**config.mk**
```make
export PLATFORM = sky130hd
export DESIGN_NAME = dri_ctl
export DESIGN_NICKNAME = d
export VERILOG_FILES = /design/src/hdl/dri_pkg.sv /design/src/hdl/dri_ctl.sv
export SDC_FILE = /design/constraint.sdc
export NUM_CORES = 1
export LEC_CHECK = 0
export BUFFER_PORTS_ARGS = -buffer_cell sky130_fd_sc_hd__buf_2
export CAP_MARGIN = 25
export CORE_MARGIN = 3
export CORE_UTILIZATION = 50
export DETAILED_ROUTE_END_ITERATION = 12
export GPL_TIMING_DRIVEN = 0
export PLACE_DENSITY_LB_ADDON = 0.08
export SYNTH_ARGS = -nofsm -noshare
export SYNTH_HDL_FRONTEND = slang
export SYNTH_SLANG_ARGS = --single-unit
```
**constraint.sdc**
```tcl
create_clock -name clk -period 3.49 [get_ports clk]
set_input_delay 0.349 -clock clk [delete_from_list [all_inputs] [get_ports clk]]
set_output_delay 0.349 -clock clk [all_outputs]
set_load 0.01 [all_outputs]
```
**src/hdl/dri_pkg.sv**
```systemverilog
`timescale 1ns / 1ps
// Shared types, constants and tables for the delta robot inverse kinematics block.
// No dependencies; every other file depends on this package.
package dri_pkg;

  localparam int CORDIC_STEPS = 16;
  localparam int ANGLE_FRAC   = 8;
  localparam int ANG_W        = ANGLE_FRAC + 9;
  localparam int PHI_W        = ANG_W + 1;
  localparam int CW           = 36;
  localparam int SQRT_STEPS   = 29;
  localparam int NORM_STEPS   = 5;
  localparam int STEP_W       = 5;
  localparam int CFG_IDX_W    = 3;
  localparam int CFG_DATA_W   = 14;

  // ceil(2^31 / 255) and ceil(2^21 / 80)
  localparam logic signed [31:0] RECIP255 = 32'sd8421505;
  localparam logic signed [31:0] RECIP80  = 32'sd26215;

  localparam logic signed [ANG_W-1:0] ANG_90  = ANG_W'(90 << ANGLE_FRAC);
  localparam logic signed [PHI_W-1:0] PHI_LIM = PHI_W'(40 << ANGLE_FRAC);

  // atan(2^-i) in units of 1e-12 degree
  localparam longint unsigned ATAN_PICO [0:23] = '{
    64'd45000000000000, 64'd26565051177078, 64'd14036243467926, 64'd7125016348902,
    64'd3576334374997,  64'd1789910608246,  64'd895173710211,   64'd447614170861,
    64'd223810500369,   64'd111905677066,   64'd55952891894,    64'd27976452617,
    64'd13988227142,    64'd6994113675,     64'd3497056851,     64'd1748528427,
    64'd874264214,      64'd437132107,      64'd218566053,      64'd109283027,
    64'd54641513,       64'd27320757,       64'd13660378,       64'd6830189
  };

  function automatic logic [ANG_W-1:0] atan_entry(input int idx);
    longint unsigned t;
    t = ATAN_PICO[idx];
    return ANG_W'(((t << ANGLE_FRAC) + 64'd500000000000) / 64'd1000000000000);
  endfunction

  localparam logic [ANG_W-1:0] ATAN_TAB [0:23] = '{
    atan_entry(0),  atan_entry(1),  atan_entry(2),  atan_entry(3),
    atan_entry(4),  atan_entry(5),  atan_entry(6),  atan_entry(7),
    atan_entry(8),  atan_entry(9),  atan_entry(10), atan_entry(11),
    atan_entry(12), atan_entry(13), atan_entry(14), atan_entry(15),
    atan_entry(16), atan_entry(17), atan_entry(18), atan_entry(19),
    atan_entry(20), atan_entry(21), atan_entry(22), atan_entry(23)
  };

  localparam logic signed [17:0] COS_Q16 [0:2] = '{18'sd65536, -18'sd32768, -18'sd32768};
  localparam logic signed [17:0] SIN_Q16 [0:2] = '{18'sd0, 18'sd56756, -18'sd56756};

  typedef enum logic [CFG_IDX_W-1:0] {
    REG_UPPER_ARM,
    REG_FOREARM,
    REG_RADIUS_DIFF,
    REG_Z_LOWEST,
    REG_Z_HIGHEST,
    REG_SERVO_LOWEST,
    REG_SERVO_HIGHEST
  } cfg_reg_t;

  typedef enum logic [4:0] {
    OP_NOP, OP_CAPTURE,
    OP_MAP_X_MUL, OP_MAP_X_DIV, OP_MAP_Y_MUL, OP_MAP_Y_DIV, OP_MAP_Z_MUL, OP_MAP_Z_DIV,
    OP_CR_MUL, OP_CR_ADD, OP_CT_MUL, OP_CT_SUB,
    OP_B2_MUL, OP_B2_SUB, OP_C2_MUL, OP_C2_ADD, OP_A2_MUL,
    OP_NUM, OP_DEN, OP_NSQ, OP_SQRT_INIT, OP_SQRT_STEP,
    OP_LOAD_ALPHA, OP_NORM, OP_QUAD, OP_ITER, OP_LOAD_BETA,
    OP_PHI, OP_SERVO_MUL, OP_SERVO_DIV, OP_FLAG_BAD, OP_LOAD_OUT
  } op_t;

  typedef enum logic [4:0] {
    ST_IDLE,
    ST_MXM, ST_MXD, ST_MYM, ST_MYD, ST_MZM, ST_MZD,
    ST_CRM, ST_CRA, ST_CTM, ST_CTS, ST_B2M, ST_B2S, ST_C2M, ST_C2A, ST_A2M,
    ST_NUM, ST_DEN, ST_NSQ, ST_SQI, ST_SQS,
    ST_LA, ST_NORM, ST_QUAD, ST_ITER, ST_LB,
    ST_PHI, ST_SVM, ST_SVD, ST_BAD, ST_DONE
  } state_t;

  typedef struct packed {
    op_t               op;
    logic [1:0]        arm;
    logic [STEP_W-1:0] step;
  } cmd_t;

  typedef struct packed {
    logic unreachable;
    logic too_far;
  } status_t;

endpackage

```
**src/hdl/dri_ctl.sv**
```systemverilog
`timescale 1ns / 1ps
// Sequencer for the inverse kinematics datapath: one command per cycle, arm and step counters.
// Depends on dri_pkg.
module dri_ctl import dri_pkg::*; (
  input  logic    clk,
  input  logic    rst,
  input  logic    in_valid,
  output logic    in_ready,
  input  logic    out_ready,
  output logic    out_valid,
  input  status_t status,
  output cmd_t    cmd
);

  state_t            state, state_next;
  logic [1:0]        arm, arm_next;
  logic [STEP_W-1:0] step, step_next;
  logic              beta_phase, beta_phase_next;
  logic              out_pending, out_pending_next;

  always_ff @(posedge clk) begin
    if (rst) begin
      state       <= ST_IDLE;
      arm         <= '0;
      step        <= '0;
      beta_phase  <= 1'b0;
      out_pending <= 1'b0;
    end else begin
      state       <= state_next;
      arm         <= arm_next;
      step        <= step_next;
      beta_phase  <= beta_phase_next;
      out_pending <= out_pending_next;
    end
  end

  assign out_valid = out_pending;

  always_comb begin
    state_next      = state;
    arm_next        = arm;
    step_next       = step;
    beta_phase_next = beta_phase;
    cmd.op          = OP_NOP;
    cmd.arm         = arm;
    cmd.step        = step;
    in_ready        = 1'b0;
    out_pending_next = out_pending & ~out_ready;
    unique case (state)
      ST_IDLE: begin
        in_ready = 1'b1;
        if (in_valid) begin
          cmd.op     = OP_CAPTURE;
          state_next = ST_MXM;
        end
      end
      ST_MXM: begin cmd.op = OP_MAP_X_MUL; state_next = ST_MXD; end
      ST_MXD: begin cmd.op = OP_MAP_X_DIV; state_next = ST_MYM; end
      ST_MYM: begin cmd.op = OP_MAP_Y_MUL; state_next = ST_MYD; end
      ST_MYD: begin cmd.op = OP_MAP_Y_DIV; state_next = ST_MZM; end
      ST_MZM: begin cmd.op = OP_MAP_Z_MUL; state_next = ST_MZD; end
      ST_MZD: begin
        cmd.op     = OP_MAP_Z_DIV;
        arm_next   = '0;
        state_next = ST_CRM;
      end
      ST_CRM: begin cmd.op = OP_CR_MUL; state_next = ST_CRA; end
      ST_CRA: begin cmd.op = OP_CR_ADD; state_next = ST_CTM; end
      ST_CTM: begin cmd.op = OP_CT_MUL; state_next = ST_CTS; end
      ST_CTS: begin cmd.op = OP_CT_SUB; state_next = ST_B2M; end
      ST_B2M: begin cmd.op = OP_B2_MUL; state_next = ST_B2S; end
      ST_B2S: begin cmd.op = OP_B2_SUB; state_next = ST_C2M; end
      ST_C2M: begin cmd.op = OP_C2_MUL; state_next = ST_C2A; end
      ST_C2A: begin cmd.op = OP_C2_ADD; state_next = ST_A2M; end
      ST_A2M: begin cmd.op = OP_A2_MUL; state_next = ST_NUM; end
      ST_NUM: begin
        cmd.op     = OP_NUM;
        state_next = status.unreachable ? ST_BAD : ST_DEN;
      end
      ST_DEN: begin cmd.op = OP_DEN; state_next = ST_NSQ; end
      ST_NSQ: begin cmd.op = OP_NSQ; state_next = ST_SQI; end
      ST_SQI: begin
        if (status.too_far) begin
          state_next = ST_BAD;
        end else begin
          cmd.op     = OP_SQRT_INIT;
          step_next  = '0;
          state_next = ST_SQS;
        end
      end
      ST_SQS: begin
        cmd.op = OP_SQRT_STEP;
        if (step == STEP_W'(SQRT_STEPS - 1)) begin
          step_next  = '0;
          state_next = ST_LA;
        end else begin
          step_next = step + 1'b1;
        end
      end
      ST_LA: begin
        cmd.op          = OP_LOAD_ALPHA;
        beta_phase_next = 1'b0;
        step_next       = '0;
        state_next      = ST_NORM;
      end
      ST_NORM: begin
        cmd.op = OP_NORM;
        if (step == STEP_W'(NORM_STEPS - 1)) begin
          step_next  = '0;
          state_next = ST_QUAD;
        end else begin
          step_next = step + 1'b1;
        end
      end
      ST_QUAD: begin
        cmd.op     = OP_QUAD;
        step_next  = '0;
        state_next = ST_ITER;
      end
      ST_ITER: begin
        cmd.op = OP_ITER;
        if (step == STEP_W'(CORDIC_STEPS - 1)) begin
          step_next  = '0;
          state_next = beta_phase ? ST_PHI : ST_LB;
        end else begin
          step_next = step + 1'b1;
        end
      end
      ST_LB: begin
        cmd.op          = OP_LOAD_BETA;
        beta_phase_next = 1'b1;
        step_next       = '0;
        state_next      = ST_NORM;
      end
      ST_PHI: begin cmd.op = OP_PHI; state_next = ST_SVM; end
      ST_SVM: begin cmd.op = OP_SERVO_MUL; state_next = ST_SVD; end
      ST_SVD, ST_BAD: begin
        cmd.op = (state == ST_SVD) ? OP_SERVO_DIV : OP_FLAG_BAD;
        // advance to the next arm, or finish after the third
        if (arm == 2'd2) begin
          state_next = ST_DONE;
        end else begin
          arm_next   = arm + 1'b1;
          state_next = ST_CRM;
        end
      end
      ST_DONE: begin
        if (!out_pending || out_ready) begin
          cmd.op           = OP_LOAD_OUT;
          out_pending_next = 1'b1;
          state_next       = ST_IDLE;
        end
      end
      default: state_next = ST_IDLE;
    endcase
  end

endmodule

```
==> key figures <==
STA
  • Transition time of the tightest slew-check pin: 528.5 ps
  • Period utilisation layout: 70.61%
  • Final setup skew: 10.82 ps
  • Setup-violating endpoint count in the final report: 0
  • Timing-limited maximum frequency: 405.8 MHz
  • Min cycle time layout: 2464 ps
  • Pins over their slew limit: 0
  • Fin Setup TNS: 0 ps
  • RSZ-0062 raised after global routing: no
  • Number of failing hold endpoints at the final stage: 0
  • Headroom to the max-slew limit: 64.56%

Synthesis
  • Dominant combinational cell family by area after synthesis: compound AO/OA/AOI/OAI gates
  • Ys Warns: 0
  • Area share of fa/ha/maj cells after synthesis: 5.342%
  • Post-synth EDFFs: 0
  • Post-synth ARST share: 0%
  • Sequential area share after synthesis: 23.93%
  • Mean post-synth cell area: 7.320 um^2
  • Fraction of synthesized area in multiplexers: 0.9615%
  • XOR/XNOR share of the synthesized area: 0.7479%
  • Cells after Synth: 160
  • Post-Syn Area: 1171 um^2
  • Net count of the mapped netlist: 171
  • Prevailing post-synth register cell: sky130_fd_sc_hd__dfxtp_1
  • Count of unique library cells instantiated by Yosys: 46
  • Number of flip-flops and latches in the synthesized netlist: 14
  • Synth Area in Simple Gates: 29.59%
  • Synth Area in Compound Gates: 30.77%

Global route
  • Grt peak-use layer: met1
  • Routing usage on met1: 37.48%
  • Number of global-route vias before repair: 1136
  • Total routing resource utilization after global routing: 24.93%
  • Antenna violations before repair: 0
  • Maximum number of pins on one net before global-route repair: 11
  • Global-route wire length before repair: 5388 um
  • Met3 GRT Util: 3.270%
  • Met2 layer usage reported by global route: 34.86%
  • Total global routing overflow: 0

Setup path
  • Series of cell instances along the critical path: buf_6, clkbuf_1, buf_1, a21oi_1, o21ai_0, o311ai_0, buf_2
  • Largest delay contributor family on the critical path: buffers and inverters
  • Critical path data required time: 3140 ps
  • Worst setup slack for register-to-register paths: 1390 ps
  • Endpoint type of the worst setup path: output pin
  • Critical Path Source Type: flip-flop
  • CP max-delay cell: sky130_fd_sc_hd__buf_1
  • Kind of critical path: flip-flop to output pin
  • Critical path data arrival time: 2120 ps
  • WP buf/inv: 4
  • Crit-path max FO: 10
  • Largest stage delay, worst path: 380 ps

Clock tree
  • Cts bufs inserted: 3
  • Number of gates resized after cts: 0
  • H-tree depth: 1
  • Clock-pin slew on the worst setup and hold paths: 100 ps
  • Buffer type at the clock tree root: sky130_fd_sc_hd__clkbuf_4
  • Number of buffers inserted to repair setup after CTS: 0
  • TritonCTS clock tree: done
  • Hold Buf Count CTS: 0
  • Latest clock arrival within the worst-skew pair: 300 ps
  • CTS Buffer Depth: 2
  • Number of sinks driven by the clock tree: 14

Power and ir drop
  • Total leakage power: 0.5148 nW
  • Maximum vdd ir drop: 0.0002384 V
  • Ratio of total power to cell area: 342.2 nW/um^2

Layout
  • Area Overhead vs Synth: 14.10%
  • Number of nets at the end of the flow: 195
  • Share of final-layout standard cells stronger than drive strength 1: 19.13%
  • Layout fillers: 211
  • Antenna cells: 0
  • Count of placed standard cells in the final layout, fillers left out: 210

Floorplanning
  • Number of standard-cell rows in the floorplan: 16
  • Effective utilization at floorplan: 56.25%
  • Area of the core: 2082 um^2
  • Die outline area: 2959 um^2
  • Horizontal die dimension: 54.40 um
  • Count of pins on the block boundary: 20
  • Die outline height: 54.40 um

Placed design
  • Gpl congestion: 0.9660
  • Number of buffers added on ports: 19
  • Number of cells in the design after placement: 206
  • Dpl hpwl: 2308 um

Run
  • Count of max-cap constraint violations: 0

Drt
  • DRT iter0 DRCs: 86
  • Via count: 1301
  • Routed WL: 3195 um
  • Remaining design rule violation count: 0
  • Routed wire length per instance: 15.21 um
  • Iteration count of the initial detailed-routing pass: 4
  • Vias per cell: 6.195
  • Number of nets still failing antenna checks after routing: 0

Min path
  • Classification of the worst-slack hold path: input port to flip-flop

Run status
  • Outcome: finished clean
-- kinds of logic (layout without fill, tap and decap cells) --
logic type / count (synthesis) / after routing
buf+inv: 22 / 45
mux: 1 / 1
flops: 14 / 14
xor+xnor: 1 / 1
simple gates: 63 / 63
fa+ha+maj: 5 / 5
compound gates: 54 / 54
-- registers in the layout (all words and copies together) (netlist names) --
register / cells
out_valid: 1
step: 5
arm: 2
beta_phase: 1
state: 5
-- metrics by stage --
step	setup slack (ps)	power (mW)	area, um^2	hold slack, ps	utilization, %
global placement	1419	0.3263	1300	455.6	62.44
detailed placement	1395	0.3261	1300	476.2	62.44
floorplan	1509	0.2847	1171	420.6	-
finish	1026	0.4573	1336	306.9	64.18
global route	830.6	0.4807	1336	318.1	64.18
CTS	1066	0.4549	1336	296.0	64.18
-- synth_stat cells (2+ instances only) --
| library cell | number | area [um^2] |
|---|---|---|
| sky130_fd_sc_hd__or2_2 | 2 | 12.51 |
| sky130_fd_sc_hd__nand2_1 | 14 | 52.55 |
| sky130_fd_sc_hd__dfxtp_1 | 14 | 280.3 |
| sky130_fd_sc_hd__o211ai_1 | 3 | 22.52 |
| sky130_fd_sc_hd__nor3_1 | 7 | 35.03 |
| sky130_fd_sc_hd__nand2b_1 | 4 | 25.02 |
| sky130_fd_sc_hd__clkbuf_1 | 7 | 26.28 |
| sky130_fd_sc_hd__buf_2 | 3 | 15.01 |
| sky130_fd_sc_hd__a22oi_1 | 2 | 15.01 |
| sky130_fd_sc_hd__nor3b_1 | 4 | 30.03 |
| sky130_fd_sc_hd__nor2b_1 | 5 | 31.28 |
| sky130_fd_sc_hd__and3_1 | 2 | 12.51 |
| sky130_fd_sc_hd__buf_6 | 2 | 22.52 |
| sky130_fd_sc_hd__o21ai_0 | 12 | 60.06 |
| sky130_fd_sc_hd__ha_1 | 5 | 62.56 |
| sky130_fd_sc_hd__a31oi_1 | 8 | 50.05 |
| sky130_fd_sc_hd__a21oi_1 | 11 | 55.05 |
| sky130_fd_sc_hd__nand3_1 | 5 | 25.02 |
| sky130_fd_sc_hd__nor2_1 | 10 | 37.54 |
| sky130_fd_sc_hd__or4_1 | 2 | 15.01 |
| sky130_fd_sc_hd__inv_1 | 9 | 33.78 |
| sky130_fd_sc_hd__a22o_1 | 2 | 17.52 |
| sky130_fd_sc_hd__nand3b_1 | 4 | 30.03 |
-- routing by layer --
layer	share of wire, %	vias up
met5	0	-
met4	1.6	0
met3	10	7
met2	42	72
met1	46	592
li1	-	630
-- path summary, 6_finish.rpt --
kind,startpoint,endpoint,cells after the start
max,state[3],cmd[11],7
max reg2reg,step[0],state[2],10
min,rst,beta_phase,2
min reg2reg,arm[1],arm[1],2
-- cells in the final DEF (no fill, tap or decap), drive strengths merged, types with 7 or more instances in the layout --
master	n
o21ai	12
dfxtp	14
clkbuf	11
a31oi	8
nand2	14
buf	25
inv	9
nor3	7
a21oi	12
nor2	10
-- power breakdown --
part,switching (mW),internal (mW)
clock,0.0676,0.0637
combinational,0.0916,0.0623
sequential,0.00565,0.166
total,0.165,0.292
-- area by class of cell --
class / count / area (um^2) / area share (%)
multi-input cells: 124 / 789.5 / 59.08
flip-flops and latches: 14 / 280.3 / 20.97
repair buffers: 19 / 95.09 / 7.116
plain buffers: 13 / 67.56 / 5.056
clock buffers: 4 / 36.28 / 2.715
inverters: 9 / 33.78 / 2.528
well taps: 27 / 33.78 / 2.528
Power figures use the tool's default switching activity.
